==> config.mk <==
export PLATFORM = sky130hd
export DESIGN_NAME = byte_frame_deframer_checksum_flat
export DESIGN_NICKNAME = d
export VERILOG_FILES = /design/src/design/bfd_pkg.sv /design/src/design/bfd_req_if.sv /design/src/design/bfd_rsp_if.sv /design/src/design/bfd_csr_if.sv /design/src/design/bfd_step.sv /design/src/design/byte_frame_deframer_checksum.sv /design/src/flat_wrapper.sv
export VERILOG_INCLUDE_DIRS = /design/src /design/src/design
export SDC_FILE = /design/constraint.sdc
export NUM_CORES = 1
export LEC_CHECK = 0
export CAP_MARGIN = 10
export CORE_AREA = 2 2 81 83
export DETAILED_ROUTE_END_ITERATION = 12
export DIE_AREA = 0 0 83 85
export DONT_BUFFER_PORTS = 1
export PLACE_DENSITY = 0.78
export SLEW_MARGIN = 0
export SYNTH_ARGS = -nofsm -noshare
export SYNTH_HDL_FRONTEND = slang
export SYNTH_SLANG_ARGS = --single-unit
==> constraint.sdc <==
create_clock -name clock -period 2.8 [get_ports clock]
set_input_delay 0.14 -clock clock [delete_from_list [all_inputs] [get_ports clock]]
set_output_delay 0.14 -clock clock [all_outputs]
set_load 0.02 [all_outputs]
==> src/design/byte_frame_deframer_checksum_assert.svh <==
// ----------------------------------------------------------------------------
// Assertion macros for the byte frame deframer
// Clocked on clock, quiet while reset is high.
// ----------------------------------------------------------------------------
`ifndef BYTE_FRAME_DEFRAMER_CHECKSUM_ASSERT_SVH
`define BYTE_FRAME_DEFRAMER_CHECKSUM_ASSERT_SVH

// Same-cycle implication
`define BFD_ASSERT_NOW(label, ante, cons) \
   label: assert property (@(posedge clock) disable iff (reset) (ante) |-> (cons)) \
      else $error("deframer assertion failed");

// Next-cycle implication
`define BFD_ASSERT_NEXT(label, ante, cons) \
   label: assert property (@(posedge clock) disable iff (reset) (ante) |=> (cons)) \
      else $error("deframer assertion failed");

`endif

==> src/design/bfd_pkg.sv <==
// ----------------------------------------------------------------------------
// bfd_pkg
// Types and constants shared by the byte frame deframer.
// ----------------------------------------------------------------------------
`default_nettype none

package bfd_pkg;

   localparam int unsigned BYTE_W      = 8;
   localparam int unsigned CSR_INDEX_W = 4;

   localparam logic [BYTE_W-1:0] FIRST_MARKER_RESET  = 8'hCA;
   localparam logic [BYTE_W-1:0] SECOND_MARKER_RESET = 8'hAC;
   localparam logic [BYTE_W-1:0] MIN_FRAME_LEN       = 8'd3;

   // Register indexes on the csr channel
   localparam logic [CSR_INDEX_W-1:0] REG_FIRST_MARKER  = 4'd0;
   localparam logic [CSR_INDEX_W-1:0] REG_SECOND_MARKER = 4'd1;

   typedef logic [BYTE_W-1:0] byte_type;
   typedef logic [CSR_INDEX_W-1:0] csr_index_type;

   typedef struct packed {
      logic     prev_first_marker;
      logic     in_frame;
      byte_type frame_pos;
      byte_type frame_len;
      byte_type running_sum;
      logic     sum_matched;
   } frame_state_type;

   typedef struct packed {
      byte_type byte_out;
      byte_type position;
      logic     byte_valid;
      logic     frame_end;
      logic     checksum_ok;
      logic     length_error;
      logic     resync;
   } frame_result_type;

   localparam frame_state_type FRAME_STATE_RESET = '{
      prev_first_marker: 1'b0,
      in_frame:          1'b0,
      frame_pos:         '0,
      frame_len:         '0,
      running_sum:       '0,
      sum_matched:       1'b0
   };

endpackage

`default_nettype wire

==> src/design/bfd_req_if.sv <==
// ----------------------------------------------------------------------------
// bfd_req_if
// Byte input channel of the deframer.
// ----------------------------------------------------------------------------
`default_nettype none

interface bfd_req_if;
   logic                   valid;
   logic                   ready;
   logic [bfd_pkg::BYTE_W-1:0] byte_in;

   modport source (output valid, output byte_in, input ready);
   modport sink   (input valid, input byte_in, output ready);
endinterface

`default_nettype wire

==> src/design/bfd_rsp_if.sv <==
// ----------------------------------------------------------------------------
// bfd_rsp_if
// Result channel of the deframer: one result per received byte.
// ----------------------------------------------------------------------------
`default_nettype none

interface bfd_rsp_if;
   logic                   valid;
   logic                   ready;
   logic [bfd_pkg::BYTE_W-1:0] byte_out;
   logic [bfd_pkg::BYTE_W-1:0] position;
   logic                   byte_valid;
   logic                   frame_end;
   logic                   checksum_ok;
   logic                   length_error;
   logic                   resync;

   modport source (output valid, output byte_out, output position, output byte_valid,
                   output frame_end, output checksum_ok, output length_error,
                   output resync, input ready);
   modport sink   (input valid, input byte_out, input position, input byte_valid,
                   input frame_end, input checksum_ok, input length_error,
                   input resync, output ready);
endinterface

`default_nettype wire

==> src/design/bfd_csr_if.sv <==
// ----------------------------------------------------------------------------
// bfd_csr_if
// Register write channel of the deframer.
// ----------------------------------------------------------------------------
`default_nettype none

interface bfd_csr_if;
   logic                        valid;
   logic                        ready;
   logic [bfd_pkg::CSR_INDEX_W-1:0] index;
   logic [bfd_pkg::BYTE_W-1:0]      data;

   modport source (output valid, output index, output data, input ready);
   modport sink   (input valid, input index, input data, output ready);
endinterface

`default_nettype wire

==> src/design/bfd_step.sv <==
// ----------------------------------------------------------------------------
// bfd_step
// Framing step for one byte: next framing state and the result item.
// ----------------------------------------------------------------------------
`default_nettype none

module bfd_step (
   input  wire  bfd_pkg::frame_state_type  state,
   input  wire  bfd_pkg::byte_type         first_marker,
   input  wire  bfd_pkg::byte_type         second_marker,
   input  wire  bfd_pkg::byte_type         byte_in,
   output bfd_pkg::frame_state_type        state_next,
   output bfd_pkg::frame_result_type       result
);
   import bfd_pkg::*;

   always_comb begin
      byte_type len_m1;
      byte_type len_m2;
      len_m1     = state.frame_len - 8'd1;
      len_m2     = state.frame_len - 8'd2;
      state_next = state;

      result              = '0;
      result.byte_out     = byte_in;

      if (state.prev_first_marker && (byte_in == second_marker)) begin
         // Header pair: abandon any partial frame, restart at the length byte
         result.resync = 1'b1;
         state_next    = FRAME_STATE_RESET;
         state_next.in_frame = 1'b1;
      end else begin
         state_next.prev_first_marker = (byte_in == first_marker);
         if (state.in_frame) begin
            if (state.frame_pos == '0) begin
               if (byte_in < MIN_FRAME_LEN) begin
                  result.length_error = 1'b1;
                  state_next.in_frame = 1'b0;
               end else begin
                  result.byte_valid      = 1'b1;
                  state_next.frame_len   = byte_in;
                  state_next.running_sum = byte_in;
                  state_next.frame_pos   = 8'd1;
               end
            end else begin
               result.byte_valid = 1'b1;
               result.position   = state.frame_pos;
               if (state.frame_pos < len_m2) begin
                  state_next.running_sum = state.running_sum + byte_in;
               end else if (state.frame_pos == len_m2) begin
                  state_next.sum_matched = (state.running_sum == byte_in);
               end
               if (state.frame_pos == len_m1) begin
                  result.frame_end     = 1'b1;
                  result.checksum_ok   = state.sum_matched;
                  state_next.in_frame  = 1'b0;
                  state_next.frame_pos = '0;
               end else begin
                  state_next.frame_pos = state.frame_pos + 8'd1;
               end
            end
         end
      end
   end

endmodule

`default_nettype wire

==> src/design/byte_frame_deframer_checksum.sv <==
// ----------------------------------------------------------------------------
// byte_frame_deframer_checksum
// Hunts for a two-byte header, then passes frame bytes out with their
// position and checks a mod-256 sum against the checksum byte.
// ----------------------------------------------------------------------------
// Takes one byte per clock and gives exactly one result per byte, in the cycle
// after the byte is accepted. The framing state is updated in the same cycle
// the byte is taken, and the result goes into a single output register;
// req ready is high while that register is empty or being drained, so a byte
// can be taken every cycle as long as the result side keeps up. Marker
// registers are written at any time through csr, which never stalls.
`default_nettype none

module byte_frame_deframer_checksum (
   input  wire        clock,
   input  wire        reset,
   bfd_req_if.sink    req_ch,
   bfd_rsp_if.source  rsp_ch,
   bfd_csr_if.sink    csr_ch
);
   import bfd_pkg::*;

   byte_type          first_marker_ff;
   byte_type          second_marker_ff;
   frame_state_type   state_ff;
   frame_state_type   state_in;
   frame_result_type  result_in;
   frame_result_type  rsp_data_ff;
   logic              rsp_valid_ff;
   logic              req_take;

   assign req_ch.ready = !rsp_valid_ff || rsp_ch.ready;
   assign req_take     = req_ch.valid && req_ch.ready;
   assign csr_ch.ready = 1'b1;

   bfd_step u_step (
      .state         (state_ff),
      .first_marker  (first_marker_ff),
      .second_marker (second_marker_ff),
      .byte_in       (req_ch.byte_in),
      .state_next    (state_in),
      .result        (result_in)
   );

   always_ff @(posedge clock) begin
      if (reset) begin
         first_marker_ff  <= FIRST_MARKER_RESET;
         second_marker_ff <= SECOND_MARKER_RESET;
      end else if (csr_ch.valid) begin
         case (csr_ch.index)
            REG_FIRST_MARKER:  first_marker_ff  <= csr_ch.data;
            REG_SECOND_MARKER: second_marker_ff <= csr_ch.data;
            default: ;
         endcase
      end
   end

   always_ff @(posedge clock) begin
      if (reset) begin
         state_ff     <= FRAME_STATE_RESET;
         rsp_valid_ff <= 1'b0;
      end else begin
         if (req_take) begin
            state_ff <= state_in;
         end
         if (req_take) begin
            rsp_valid_ff <= 1'b1;
         end else if (rsp_ch.ready) begin
            rsp_valid_ff <= 1'b0;
         end
      end
   end

   // Payload: load on every accepted transaction
   always_ff @(posedge clock) begin
      if (req_take) begin
         rsp_data_ff <= result_in;
      end
   end

   assign rsp_ch.valid        = rsp_valid_ff;
   assign rsp_ch.byte_out     = rsp_data_ff.byte_out;
   assign rsp_ch.position     = rsp_data_ff.position;
   assign rsp_ch.byte_valid   = rsp_data_ff.byte_valid;
   assign rsp_ch.frame_end    = rsp_data_ff.frame_end;
   assign rsp_ch.checksum_ok  = rsp_data_ff.checksum_ok;
   assign rsp_ch.length_error = rsp_data_ff.length_error;
   assign rsp_ch.resync       = rsp_data_ff.resync;

`include "byte_frame_deframer_checksum_assert.svh"

   `BFD_ASSERT_NEXT(a_take_gives_result, req_take, rsp_valid_ff)
   `BFD_ASSERT_NOW(a_ok_needs_end, rsp_valid_ff && rsp_data_ff.checksum_ok,
      rsp_data_ff.frame_end && rsp_data_ff.byte_valid)
   `BFD_ASSERT_NOW(a_resync_alone, rsp_valid_ff && rsp_data_ff.resync,
      !rsp_data_ff.byte_valid && !rsp_data_ff.length_error && !rsp_data_ff.frame_end)
   `BFD_ASSERT_NOW(a_pos_needs_len, state_ff.frame_pos != '0,
      state_ff.in_frame && (state_ff.frame_len >= MIN_FRAME_LEN))
   `BFD_ASSERT_NEXT(a_resync_restarts, req_take && result_in.resync,
      state_ff.in_frame && (state_ff.frame_pos == '0))

endmodule

`default_nettype wire

==> src/flat_wrapper.sv <==
// flat-port wrapper written by rule: the top's interface ports become plain ports
module byte_frame_deframer_checksum_flat import bfd_pkg::*;
  (clock, reset, req_ch_valid, req_ch_byte_in, req_ch_ready, rsp_ch_valid, rsp_ch_byte_out, rsp_ch_position, rsp_ch_byte_valid, rsp_ch_frame_end, rsp_ch_checksum_ok, rsp_ch_length_error, rsp_ch_resync, rsp_ch_ready, csr_ch_valid, csr_ch_index, csr_ch_data, csr_ch_ready);
  bfd_req_if req_ch_i ();
  bfd_rsp_if rsp_ch_i ();
  bfd_csr_if csr_ch_i ();
  input  wire clock;
  input  wire reset;
  input wire logic [$bits(req_ch_i.valid)-1:0] req_ch_valid;
  input wire logic [$bits(req_ch_i.byte_in)-1:0] req_ch_byte_in;
  output wire logic [$bits(req_ch_i.ready)-1:0] req_ch_ready;
  output wire logic [$bits(rsp_ch_i.valid)-1:0] rsp_ch_valid;
  output wire logic [$bits(rsp_ch_i.byte_out)-1:0] rsp_ch_byte_out;
  output wire logic [$bits(rsp_ch_i.position)-1:0] rsp_ch_position;
  output wire logic [$bits(rsp_ch_i.byte_valid)-1:0] rsp_ch_byte_valid;
  output wire logic [$bits(rsp_ch_i.frame_end)-1:0] rsp_ch_frame_end;
  output wire logic [$bits(rsp_ch_i.checksum_ok)-1:0] rsp_ch_checksum_ok;
  output wire logic [$bits(rsp_ch_i.length_error)-1:0] rsp_ch_length_error;
  output wire logic [$bits(rsp_ch_i.resync)-1:0] rsp_ch_resync;
  input wire logic [$bits(rsp_ch_i.ready)-1:0] rsp_ch_ready;
  input wire logic [$bits(csr_ch_i.valid)-1:0] csr_ch_valid;
  input wire logic [$bits(csr_ch_i.index)-1:0] csr_ch_index;
  input wire logic [$bits(csr_ch_i.data)-1:0] csr_ch_data;
  output wire logic [$bits(csr_ch_i.ready)-1:0] csr_ch_ready;
  assign req_ch_i.valid = req_ch_valid;
  assign req_ch_i.byte_in = req_ch_byte_in;
  assign req_ch_ready = req_ch_i.ready;
  assign rsp_ch_valid = rsp_ch_i.valid;
  assign rsp_ch_byte_out = rsp_ch_i.byte_out;
  assign rsp_ch_position = rsp_ch_i.position;
  assign rsp_ch_byte_valid = rsp_ch_i.byte_valid;
  assign rsp_ch_frame_end = rsp_ch_i.frame_end;
  assign rsp_ch_checksum_ok = rsp_ch_i.checksum_ok;
  assign rsp_ch_length_error = rsp_ch_i.length_error;
  assign rsp_ch_resync = rsp_ch_i.resync;
  assign rsp_ch_i.ready = rsp_ch_ready;
  assign csr_ch_i.valid = csr_ch_valid;
  assign csr_ch_i.index = csr_ch_index;
  assign csr_ch_i.data = csr_ch_data;
  assign csr_ch_ready = csr_ch_i.ready;
  byte_frame_deframer_checksum u_core (.clock(clock), .reset(reset), .req_ch(req_ch_i), .rsp_ch(rsp_ch_i), .csr_ch(csr_ch_i));
endmodule
==> out/results.ini <==
[outcome]
outcome = finished, final reports clean

[final_layout]
nNetsFinal = 462
diodes = 0
area_growth_pct = 14.1
drive_gt1_frac = 0.119
fin_util = 0.706

[routing]
drt_wl_total_um = 9600
dr.pass1.iters = 6
vias = 3282
drcViolationCount = 0
avgViaCountPerCell = 6.59
wire_per_inst_um = 19.3
detail-route-antenna-nets = 0
drt_iter0_drc = 189

[floorplanning]
die_area_um2 = 7060
die_h_um = 85
core_area_um2 = 6200
rows = 29
pin_count = 49
die_w_um = 83
start_util = 0.619

[cts]
path_clk_slew_ps = 80
cts_setup_buffers = 0
clockRootBuffer = clkbuf_8
cts_tree = built
clock_latency_ps = 360
clock_path_buffers = 2
cts.sinks = 65
cts_made_buffers = 9
htreeDepth = 3

[job]
drv_cap = 0

[sta]
period_share = 0.947
hold_violations = 0
fmax_ghz = 0.377
relSlewSlack = 0.519
period_needed_ps = 2650
rsz0062_at_grt = no
tns_ps = 0
finalSetupViolCount = 0
skew_ps = 6.33
finalMaxSlewViolations = 0
worst_pin_slew_ps = 719

[setup_path]
rr_endpoint = u_core.state_ff[8]
critPathCapture = u_core.state_ff[8]
crit_required_ps = 3100
rr_worst_depth = 9
r2r_slack_ps = 150
critPathKind = flip-flop to flip-flop
cp-startpoint = u_core.state_ff[12]
rr_startpoint = u_core.state_ff[12]
end_kind = flip-flop
worstPathMaxFanout = 4
start_kind = flip-flop
cp.arrival_ps = 2950

[synthesis]
synth_nets = 440
synth_edf_count = 21
ys_types = 64
avgSynthCellArea_um2 = 9.75
ys.flop_type = dfxtp_1
ys_seq_elements = 65
synthesis.area_um2 = 3840
synth_async_sr_flop_share = 0
ys_seq_area_frac = 0.393
yosysWarningCount = 0
netlist_instances = 394

[global_route]
grt_remaining_overflow = 0
grt_pass1_wl_um = 15800
grt_pass1_vias = 3266
grt_util_all_layers = 0.282
grt_max_degree = 38
grt_antenna_before_repair = 0

[power_and_ir_drop]
ir_drop_mv = 0.485
powerDensity_nw_per_um2 = 493
cellLeakagePower_nw = 1.62

[place]
port_buffers = 0
hpwl_um = 6190
place_congestion = 0.862

[worst_hold_path]
holdCritPathClass = input pin to flip-flop

[synth_stat cells (3+ instances only)]
master / instances / area share
a211o_1: 9 / 0.021
a211oi_1: 3 / 0.0059
a21oi_1: 18 / 0.023
a22oi_1: 9 / 0.018
a31oi_1: 3 / 0.0049
and2_1: 9 / 0.015
and3_1: 7 / 0.011
buf_2: 8 / 0.010
clkbuf_1: 5 / 0.0049
dfxtp_1: 44 / 0.23
edfxtp_1: 21 / 0.16
ha_1: 20 / 0.065
inv_1: 13 / 0.013
mux2i_1: 10 / 0.026
nand2_1: 18 / 0.018
nand2b_1: 5 / 0.0081
nand3_1: 11 / 0.014
nand4_1: 15 / 0.024
nor2_1: 29 / 0.028
nor2b_1: 16 / 0.026
nor3_1: 16 / 0.021
nor3b_1: 3 / 0.0059
nor4_1: 8 / 0.013
o2111ai_1: 3 / 0.0068
o211ai_1: 5 / 0.0098
o21a_1: 3 / 0.0059
o21ai_0: 4 / 0.0052
o2bb2ai_1: 6 / 0.014
or3_1: 3 / 0.0049
xnor2_1: 28 / 0.064
[where the power goes]
part | internal [W] | leakage [nW] | switching [W]
logic | 0.0000550 | 0.926 | 0.0000649
clock network | 0.000619 | 0.127 | 0.000399
registers | 0.000994 | 0.563 | 0.0000302
total | 0.00167 | 1.62 | 0.000494
[worst min-delay path by stage]
stage / startpoint / end / slack (ps) / depth (start not counted)
after floorplan: req_ch_byte_in[0] / u_core.rsp_ch.byte_out[0] / 240 / 0
after global placement: reset / u_core.state_ff[20] / 220 / 1
after detailed placement: reset / u_core.state_ff[22] / 220 / 1
after CTS: reset / u_core.state_ff[23] / 5 / 3
after global routing: reset / u_core.state_ff[24] / 20 / 3
final: reset / u_core.state_ff[23] / 9 / 3
[logic make-up after synthesis]
family                     count (synthesis)  synth area share
DFF                                       65             0.393
adders and majority gates                 21            0.0703
xor gates and xnor gates                  31            0.0746
buffers and inverters                     32            0.0397
and+or+nand+nor                          157             0.247
AOI/OAI and AO/OA                         77             0.148
muxes                                     10            0.0261
other                                      1          0.000976
[critical path: stages (launching register included)]
cell	delay, ps
dfxtp_1	330
or3_4	420
nor3b_2	220
xnor2_1	90
ha_1	310
nand4_1	150
a211o_1	320
and3_1	220
or4_1	430
nand4_1	110
[cells in the final DEF (no fill, tap or decap), drive strengths merged, types with 14 or more instances in the layout]
cell type	instances
nor2	29
ha	20
nor3	19
nor2b	16
nand2	18
nand4	17
edfxtp	21
xnor2	30
a21oi	19
dlygate4sd3	18
inv	14
dfxtp	44
[per-layer routing]
| layer | vias to the layer above | wire (µm) | track usage |
|---|---|---|---|
| met5 | - | 0 | 0 |
| met4 | 0 | 516 | 0.167 |
| met3 | 56 | 742 | 0.0885 |
| met2 | 167 | 4480 | 0.453 |
| met1 | 1552 | 3860 | 0.335 |
| li1 | 1507 | - | - |
[metrics by stage]
step / setup slack [ps] / std cells / hold slack, ps / total power, W / cell area [µm²]
after global placement: 237 / 463 / 216 / 0.00112 / 3920
after detailed placement: 123 / 463 / 215 / 0.00112 / 3920
after CTS: 106 / 498 / 5.47 / 0.00216 / 4370
after global routing: 27.0 / 498 / 24.3 / 0.00222 / 4380
after floorplan: 208 / 394 / 239 / 0.00112 / 3840
final: 148 / 498 / 9.02 / 0.00216 / 4380
[sequential cells by signal (all words and copies together), names as in the netlist]
name                        count
u_core.rsp_ch.byte_out          8
u_core.rsp_ch.byte_valid        1
u_core.rsp_ch.frame_end         1
u_core.rsp_ch.checksum_ok       1
u_core.rsp_ch.position          8
u_core.first_marker_ff          8
u_core.state_ff                27
u_core.rsp_ch.valid             1
u_core.second_marker_ff         8
u_core.rsp_ch.resync            1
u_core.rsp_ch.length_error      1
[timing repair]
item | CTS | global route
endpoints found under the hold margin | 51 | 0
setup endpoints to repair | 0 | 7
gates resized for setup | 0 | 3
hold buffers | 19 | 0
[layout make-up]
cell class,count,area [µm²]
clock inverter,6,114
clock buffer,10,138
inverter,14,52.6
fill,426,1820
timing repair buffer,29,275
sequential,65,1510
multi-input combinational,297,2190
tap,77,96.3
No activity file was read; power rests on OpenSTA's default activity.
